**src/sv/slt_pkg.sv**
```systemverilog
`default_nettype none
package slt_pkg;

  localparam int DEPTH_DEF      = 64;
  localparam int DATA_WIDTH_DEF = 32;

  // Fixed field widths of the request and result items.
  localparam int OP_W     = 3;
  localparam int VALUE_W  = 32;
  localparam int POS_W    = 7;
  localparam int STATUS_W = 2;
  localparam int FPOS_W   = 8;
  localparam int COUNT_W  = 7;

  typedef enum logic [OP_W-1:0] {
    OP_INSERT    = 3'd0,
    OP_REMOVE    = 3'd1,
    OP_FIND      = 3'd2,
    OP_READ_AT   = 3'd3,
    OP_REMOVE_AT = 3'd4,
    OP_CLEAR     = 3'd5
  } op_t;

  typedef enum logic [STATUS_W-1:0] {
    ST_OK        = 2'd0,
    ST_NOT_FOUND = 2'd1,
    ST_FULL      = 2'd2,
    ST_BAD_POS   = 2'd3
  } status_t;

  typedef enum logic {
    FSM_IDLE = 1'b0,
    FSM_EXEC = 1'b1
  } fsm_t;

  // Shift commands broadcast to every cell.
  typedef struct packed {
    logic ins;      // insert the request value at its sorted place
    logic del_val;  // delete the first entry equal to the request value
    logic del_pos;  // delete the entry at the request position
  } slt_ctrl_t;

  // Per-cell compare results.
  typedef struct packed {
    logic lt;        // valid entry strictly below the request value
    logic boundary;  // first cell that is not below the request value
    logic hit;       // boundary cell holds a valid entry equal to the value
  } slt_flags_t;

endpackage
`default_nettype wire

```
**src/sv/slt_cell.sv**
```systemverilog
`default_nettype none
module slt_cell #(
  parameter int DATA_WIDTH = slt_pkg::DATA_WIDTH_DEF
) (
  input  wire logic                  clk,
  input  wire logic [DATA_WIDTH-1:0] i_value,
  input  wire logic                  i_lt_left,
  input  wire logic [DATA_WIDTH-1:0] i_entry_left,
  input  wire logic [DATA_WIDTH-1:0] i_entry_right,
  input  wire logic                  i_valid,
  input  wire logic                  i_before_pos,
  input  wire slt_pkg::slt_ctrl_t    i_ctrl,
  output logic      [DATA_WIDTH-1:0] o_entry,
  output slt_pkg::slt_flags_t        o_flags
);
  import slt_pkg::*;

  logic [DATA_WIDTH-1:0] entry_r;
  logic [DATA_WIDTH-1:0] entry_nxt;
  logic                  lt;

  assign lt               = i_valid && (entry_r < i_value);
  assign o_flags.lt       = lt;
  assign o_flags.boundary = !lt && i_lt_left;
  assign o_flags.hit      = !lt && i_lt_left && i_valid && (entry_r == i_value);
  assign o_entry          = entry_r;

  // Insert opens a gap by shifting toward the tail; deletes close it from the right.
  always_comb begin
    entry_nxt = entry_r;
    if (i_ctrl.ins && !lt) begin
      entry_nxt = i_lt_left ? i_value : i_entry_left;
    end else if (i_ctrl.del_val && !lt) begin
      entry_nxt = i_entry_right;
    end else if (i_ctrl.del_pos && !i_before_pos) begin
      entry_nxt = i_entry_right;
    end
  end

  always_ff @(posedge clk) begin
    entry_r <= entry_nxt;
  end

endmodule
`default_nettype wire

```
**config.mk**
```make
export PLATFORM = sky130hd
export DESIGN_NAME = slt_cell
export DESIGN_NICKNAME = d
export VERILOG_FILES = /design/src/sv/slt_pkg.sv /design/src/sv/slt_cell.sv
export SDC_FILE = /design/constraint.sdc
export NUM_CORES = 1
export LEC_CHECK = 0
export ABC_CLOCK_PERIOD_IN_PS = 3600
export BUFFER_PORTS_ARGS = -buffer_cell sky130_fd_sc_hd__buf_2
export CAP_MARGIN = 40
export CORE_ASPECT_RATIO = 1.75
export CORE_UTILIZATION = 42
export CTS_BUF_LIST = sky130_fd_sc_hd__clkbuf_4
export DETAILED_ROUTE_END_ITERATION = 16
export MAX_ROUTING_LAYER = met4
export PLACE_DENSITY = 0.88
export SLEW_MARGIN = 20
export SYNTH_ARGS = -nofsm -noshare
export SYNTH_HDL_FRONTEND = slang
export SYNTH_SLANG_ARGS = --single-unit
```
**constraint.sdc**
```tcl
create_clock -name clk -period 3.6 [get_ports clk]
set_input_delay 0.18 -clock clk [delete_from_list [all_inputs] [get_ports clk]]
set_output_delay 0.18 -clock clk [all_outputs]
set_load 0.05 [all_outputs]
```
# == Word level (Yosys, flattened, before mapping) ==
# Index checks and enable logic that the tools add are counted.
# totals
ff_bits,32
out_inout_bits,35
word_cells,17
# op_classes
magnitude_cmp,1
n_eq_ne,1
n_mux,4
reduce_logical,10
# op_table
cell,n
2-to-1 mux 32 bit,4
== test 32 bit,1
less-than comparator 32 bit,1
logical AND 1 bit,7
nonzero test 3 bit,1
zero test 1 bit,2

# == Logic depth before layout (Yosys ltp) ==
# Gate-level depths: netlist (run 1).
# logic_depth
word_depth,6
ltp_mapped,9
ltp_nobuf,8

# == Worst setup path before layout (run 1) ==
# Ideal clock, no wire load.
# synth_timing
kind,reg2reg
startpoint,register entry_r[14] (netlist: o_entry[14])
endpoint,register entry_r[0] (netlist: o_entry[0]) (enable)
setup_time_ns,0.433
arrival_ns,3.533
required_ns,3.167
slack_ns,-0.366
path_stages_with_launch,8
path_buffers,0
cell_sequence,edfxtp_1 > ha_1 > nand4_1 > nor4_1 > a21boi_0 > or3_4 > a21oi_1 > o22ai_1
# synth_via
elab_chain_cells,5
elab_cells_between_ends,6
classes_between,order compare (1); reduce/logical (5)
# synth_rtl
item,line_no,source
start: declaration,slt_cell.sv:18,logic [DATA_WIDTH-1:0] entry_r;
start signal: assignment,slt_cell.sv:41,entry_r <= entry_nxt;
less-than comparator 32 bit *,slt_cell.sv:22,assign lt = i_valid && (entry_r < i_value);
logical AND 1 bit *,slt_cell.sv:22,
named net lt,slt_cell.sv:20,logic lt;
zero test 1 bit *,"slt_cell.sv:31, slt_cell.sv:33",
"logical AND 1 bit, on equally long branches","slt_cell.sv:31, slt_cell.sv:33",
nonzero test 3 bit (no line) *,-,
# The timed path passes the listed nets; every way through them passes the cells marked *.
# A chain may end at the register's enable or synchronous reset.

# == Worst setup path in the final report (run 1) ==
# layout_timing
startpoint,register entry_r[7] (netlist: o_entry[7])
endpoint,register entry_r[30] (netlist: o_entry[30]) (data pin)
# layout_via
elab_chain_cells,6
elab_cells_between_ends,7
classes_between,order compare (1); mux (2); reduce/logical (4)
# layout_rtl
item,line_no,source
less-than comparator 32 bit *,slt_cell.sv:22,
logical AND 1 bit *,slt_cell.sv:22,
zero test 1 bit *,"slt_cell.sv:31, slt_cell.sv:33",
logical AND 1 bit,slt_cell.sv:33,end else if (i_ctrl.del_val && !lt) begin
2-to-1 mux 32 bit,slt_cell.sv:33,
2-to-1 mux 32 bit *,slt_cell.sv:31,if (i_ctrl.ins && !lt) begin
named net entry_nxt[30],slt_cell.sv:19,logic [DATA_WIDTH-1:0] entry_nxt;
# Marks and branches as above.

==> results.md, run 1 <==
* Status: finished, final reports clean
* Syn Inst Count at 227
* Total CTS buffers at 5
* Most Used Layer, Global Route: met2
* Die area at 6520 um2
* Cts-stage hold buffer count at 0
* Fin nets at 500
* Maximum fanout along the worst path at 17
* Initial antenna violation count at 0
* CORE AREA at 5930 um2
* Iteration-0 DRC Markers at 60
* Vias per Instance at 5.14
* Vias in the first global route at 2453
* Critical Path AT at 3.09 ns
* Asr flop ratio synth at 0%
* Post-CTS Setup Inserts at 0
* DP Wirelength at 5430 um
* Finished Layout Cells at 444
* GRT Overall Usage at 21.4%
* Crit path max-delay family: compound AO/OA/AOI/OAI gates
* Worst hold start: i_entry_right[20]
* Initial Util at 43.9%
* RSZ-0062 raised after global routing: no
* Reg2reg start: o_entry[7]
* Post-Place Cells at 436
* Final setup violation count at 0
* Average routed wire per standard cell at 15.0 um
* First drt pass iteration count at 4
* Syn_nets at 362
* Cell Area, Synth at 2600 um2
* Hold path depth at 2
* Final clock skew at 0.0153 ns
* Most common library cells after synthesis: 63 x mux2_2, 33 x inv_1, 32 x edfxtp_1, 32 x ha_1, 14 x a21oi_1
* Core Rows at 37
* FF-to-FF setup slack at 0.60 ns
* Number of synthesized flops with an enable pin at 32
* Seq/Total Area, Yosys at 37.0%
* Fmax at 0.333 GHz
* WHS Endpoint: o_entry[20]
* First-pass GRT wire length at 10000 um
* Met1 usage at 18.7%
* Max incr delay on CP at 0.49 ns
* Setup tns final at 0 ns
* Die Height at 106 um
* Final WL at 6660 um
* Max-Cap Viols at 0
* Count leader, synth: mux2_2
* Worst-Margin Slew at 0.787 ns
* Area grow syn2layout at 31.7%
* Clock Tree Buf Depth at 2
* Static Leak at 1.72 nW
* Critical path class: register to register
* Post-synthesis cell type count at 29
* Grt total ovfl at 0
* Sinks on the clock net at 32
* Reg-to-Reg End: o_entry[30]
* HP Class: input pin to register
* Largest area contributor in the netlist: edfxtp_1
* Synth warnings at 0
* Rel. slew slack at 47.6%
* Post_cts resized at 0
* Post-synth top area share at 37.0%
* Mean Syn Cell Area at 11.5 um2
* Clk_lat worst skew at 0.34 ns
* M3 GR Usage at 3.04%
* WP buf/inv at 1
* CP cell instances: ha_1 -> a21oi_1 -> o21ai_0 -> a221o_1 -> or3_4 -> a22oi_4 -> buf_12 -> mux2_2
* FF+latch count, synth at 32
* P per Cell Area at 386 nW/um2
* Worst EP required at 3.69 ns
* Max VDD drop at 0.376 mV
* CP max-delay cell: a22oi_4
* Synth Flop Type: edfxtp_1
* GP Congestion at 0.851
* Max FFs per register at 32
* H-tree level count at 2
* DRC viols at 0
* Vias post-DR at 2280
* Post-layout min period at 3.00 ns
* Fraction of final layout cells sized beyond drive strength 1 at 57.9%
* Reg2Reg Depth at 8
* CP Launch Type: register
* Fin. Hold Viols at 0
* Crit. End Element: register
* Clk pin slew, worst setup/hold paths at 0.11 ns
* CTS root buf: clkbuf_4
* IO Pins at 138
* Top cells by area, synth: edfxtp_1 37%, mux2_2 27%, ha_1 15%
* CTS tree: done
* Final ANT Viol Nets at 0
* Largest net degree at the start of global routing at 35
* Die X at 61.5 um
* # diodes at 0
* M2 GR Usage at 39.8%
* Fin crit share at 83.4%
* Count of final max-slew check failures at 0
* I/O Buffers at 137
## stage by stage
stage	power (mW)	cell area (um2)	util [%]	hold WS, ns	worst slack [ns]
final	1.32	3420	57.8	0.132	0.597
after global routing	1.39	3420	57.8	0.130	0.429
after global placement	1.10	3370	56.8	0.478	0.679
after CTS	1.34	3420	57.8	0.111	0.576
after detailed placement	1.12	3370	56.8	0.479	0.586
after floorplan	0.947	2610	-	0.384	0.321
## layer usage
metal	part of all wire, %	vias up
li1	-	1110
met1	34	1048
met2	58	101
met3	4.3	21
met4	3.9	0
met5	0	-
## worst max-delay path by stage
stage / startpoint / to / slack, ns / cells past startpoint
after detailed placement: o_entry[7] / o_entry[30] / 0.59 / 8
after CTS: o_entry[7] / o_entry[30] / 0.58 / 8
after global routing: o_entry[14] / o_flags[0] / 0.43 / 8
after global placement: o_entry[30] / o_entry[2] / 0.68 / 8
after floorplan: o_entry[14] / o_flags[0] / 0.32 / 7
final: o_entry[7] / o_entry[30] / 0.60 / 8
## layout make-up
class,instances,area [um2]
clock inverters,1,3.75
inverters,33,124
flip-flops and latches,32,961
repair buffers,139,713
fillers,555,2500
multi-input cells,154,1470
clock buffers,7,52.6
well taps,78,97.6
## cell families after synthesis
logic type,after synthesis,synth area share [%]
mux,64,27.7
buf+inv,41,6.93
simple gates,34,7.22
fa+ha+maj,32,15.4
flops,32,37.0
compound gates,24,5.78
## power breakdown
part | total [mW] | internal, mW | switching (mW)
Clock | 0.213 | 0.0901 | 0.123
Combinational | 0.596 | 0.217 | 0.380
Sequential | 0.513 | 0.483 | 0.0298
Total | 1.32 | 0.790 | 0.532
## cells in the final DEF (no fill, tap or decap), types with 2 or more instances in the layout
cell,n
nand4_1,7
edfxtp_1,32
buf_2,137
nor4_1,2
o21ai_0,4
inv_1,33
nand3_1,2
a21oi_1,14
nor2_1,5
mux2_2,63
clkbuf_4,7
nor2b_1,3
ha_1,32
nand2_1,8
## worst reg2reg max path, cell delays in order, from the launching register on
cell      delay (ns)
edfxtp_1        0.41
ha_1            0.31
a21oi_1         0.14
o21ai_0         0.10
a221o_1         0.36
or3_4           0.35
a22oi_4         0.49
buf_12          0.24
mux2_2          0.36
Power figures use the tool's default switching activity.
==> run 2: changes to the inputs <==
Settings changed: ABC_CLOCK_PERIOD_IN_PS 3600 to 2450.
Clock period 3.6 ns to 2.45 ns, I/O delays scaled along.
==> results.md, run 2 (same netlist as run 1, synthesis figures left out) <==
* Status: complete, but fails checks
* Failing checks: setup timing
* Final WL at 7850 um (+18%)
* Reg2reg start: o_entry[12]
* DRC viols at 0 (unchanged)
* Vias in the first global route at 2618 (+6.7%)
* CP Launch Type: register
* Rel. slew slack at 44.9% (-2.6 points)
* Critical Path Source: o_entry[9]
* Final ANT Viol Nets at 0 (unchanged)
* Core Rows at 37 (unchanged)
* Average routed wire per standard cell at 16.7 um (+11%)
* Total CTS buffers at 5 (unchanged)
* HP Class: input pin to register
* CTS root buf: clkbuf_4
* # diodes at 0 (unchanged)
* FF-to-FF setup slack at -0.36 ns (-0.96 ns)
* Clk_lat worst skew at 0.35 ns (about the same)
* Static Leak at 2.06 nW (+20%)
* Final setup violation count at 67 (+67)
* First drt pass iteration count at 4 (unchanged)
* Sinks on the clock net at 32 (unchanged)
* Reg2Reg Depth at 10 (+2)
* Max VDD drop at 0.346 mV (-8.2%)
* Most frequent cells in the layout: 134 x buf_2, 33 x inv_1, 32 x mux2_2, 32 x mux2_4, 32 x edfxtp_1
* Commonest non-fill, non-tap cell in the layout: buf_2
* Vias per Instance at 5.16 (+0.51%)
* Grt total ovfl at 0 (unchanged)
* DP Wirelength at 5620 um (+3.5%)
* P per Cell Area at 552 nW/um2 (+43%)
* Initial antenna violation count at 0 (unchanged)
* Area grow syn2layout at 54.1%
* CP Capture Point: o_flags[0]
* H-tree level count at 2 (unchanged)
* Vias post-DR at 2431 (+6.6%)
* Die Height at 106 um (unchanged)
* Clk pin slew, worst setup/hold paths at 0.11 ns (about the same)
* Finished Layout Cells at 471 (+6.1%)
* Fin crit share at 115%
* Final clock skew at 0.0108 ns (-0.00448 ns)
* Max FFs per register at 32 (unchanged)
* Fin. Hold Viols at 0 (unchanged)
* Fraction of final layout cells sized beyond drive strength 1 at 64.1% (+6.2 points)
* Post-layout min period at 2.81 ns
* Fill cells at 485 (-13%)
* Worst-Margin Slew at 0.826 ns (+0.0394 ns)
* Critical path class: register to primary output
* GRT Overall Usage at 25.0% (+3.6 points)
* Post-Place Cells at 452 (+3.7%)
* Crit. End Element: primary output
* Setup tns final at -20.08 ns (-20.08 ns)
* CORE AREA at 5930 um2 (unchanged)
* Maximum fanout along the worst path at 3 (-14)
* First-pass GRT wire length at 11400 um (+14%)
* CTS tree: done
* Count of final max-slew check failures at 0 (unchanged)
* Worst EP required at 2.33 ns (-1.36 ns)
* Die area at 6520 um2 (unchanged)
* Die X at 61.5 um (unchanged)
* Reg-to-Reg End: o_entry[18]
* IO Pins at 138 (unchanged)
* GP Congestion at 0.823 (-3.3%)
* Iteration-0 DRC Markers at 72 (+20%)
* Max-Cap Viols at 0 (unchanged)
* Initial Util at 43.9% (unchanged)
* Cts-stage hold buffer count at 0 (unchanged)
* RSZ-0062 raised after global routing: yes
* Largest net degree at the start of global routing at 35 (unchanged)
* Final setup margin at -0.360 ns (-0.957 ns)
* I/O Buffers at 137 (unchanged)
* Clock Tree Buf Depth at 2 (unchanged)
* Fin nets at 527 (+5.4%)
* Fmax at 0.356 GHz
* Critical Path AT at 2.69 ns (-0.40 ns)
-- run 2: cell types whose count changed in the layout (fill, tap and decap cells not counted), sizes merged --
cell,delta
clkbuf,-1
clkinv,+2
buf,+26
-- run 2: critical path, stage by stage (launching register included) --
cell and delay [ns]:
edfxtp_1 0.41, ha_1 0.31, nand4_1 0.14, buf_4 0.18, nor4_4 0.28, a21boi_2 0.22, or3_4 0.15, buf_6 0.09
a21oi_4 0.05, buf_6 0.14, nor3b_4 0.18, buf_6 0.18
-- run 2: through the flow --
step | instance area [um2] | hold WS (ns) | setup WS [ns] | total power [mW] | utilization [%]
4_1_cts | 3910 | 0.0478 | -0.374 | 2.17 | 65.9
6_report | 4010 | 0.0669 | -0.360 | 2.21 | 67.6
5_1_grt | 4010 | 0.0577 | -0.487 | 2.32 | 67.6
3_5_place_dp | 3550 | 0.426 | -0.172 | 1.72 | 59.9
3_3_place_gp | 3550 | 0.421 | -0.0984 | 1.69 | 59.9
2_1_floorplan | 2670 | 0.326 | -0.346 | 1.41 | -
-- run 2: what timing repair did --
| item | in CTS | in global routing |
|---|---|---|
| endpoints found under the hold margin | 0 | 0 |
| setup buffers | 8 | 2 |
| setup endpoints to repair | 67 | 67 |
| pin swaps | 11 | 3 |
| cloned | 2 | 1 |
| resized for setup | 47 | 20 |
-- run 2: final cells by class --
cell class                      instances  area, um2  area share [%]
Inverter                               33        124            3.09
Clock buffer                            5       37.5           0.937
Multi-Input combinational cell        154       1710            42.6
Tap cell                               78       97.6            2.44
Sequential cell                        32        961            24.0
Timing Repair Buffer                  166       1060            26.6
Clock inverter                          3       13.8           0.343
-- run 2: per-layer routing --
layer	vias to the layer above	wire [um]	track usage, %
met5	-	0	-
met4	0	213	9.84
met3	17	366	4.26
met2	103	4750	50.2
met1	1143	2510	20.5
li1	1168	-	-
-- run 2: worst min path at each step --
stage / to / slack, ns / depth (start not counted) / start
after floorplan: o_entry[6] / 0.33 / 1 / i_entry_right[6]
after global placement: o_entry[6] / 0.42 / 2 / i_entry_right[6]
after detailed placement: o_entry[6] / 0.43 / 2 / i_entry_right[6]
after CTS: o_entry[24] / 0.05 / 2 / i_entry_right[24]
after global routing: o_entry[23] / 0.06 / 2 / i_entry_right[23]
final: o_entry[4] / 0.07 / 2 / i_entry_right[4]
-- run 2: power by group --
| group | total (mW) | leakage [nW] | switching (mW) | internal [mW] |
|---|---|---|---|---|
| registers | 0.760 | 0.321 | 0.0496 | 0.710 |
| clock network | 0.301 | 0.0324 | 0.196 | 0.105 |
| logic | 1.15 | 1.71 | 0.640 | 0.510 |
| total | 2.21 | 2.06 | 0.885 | 1.33 |
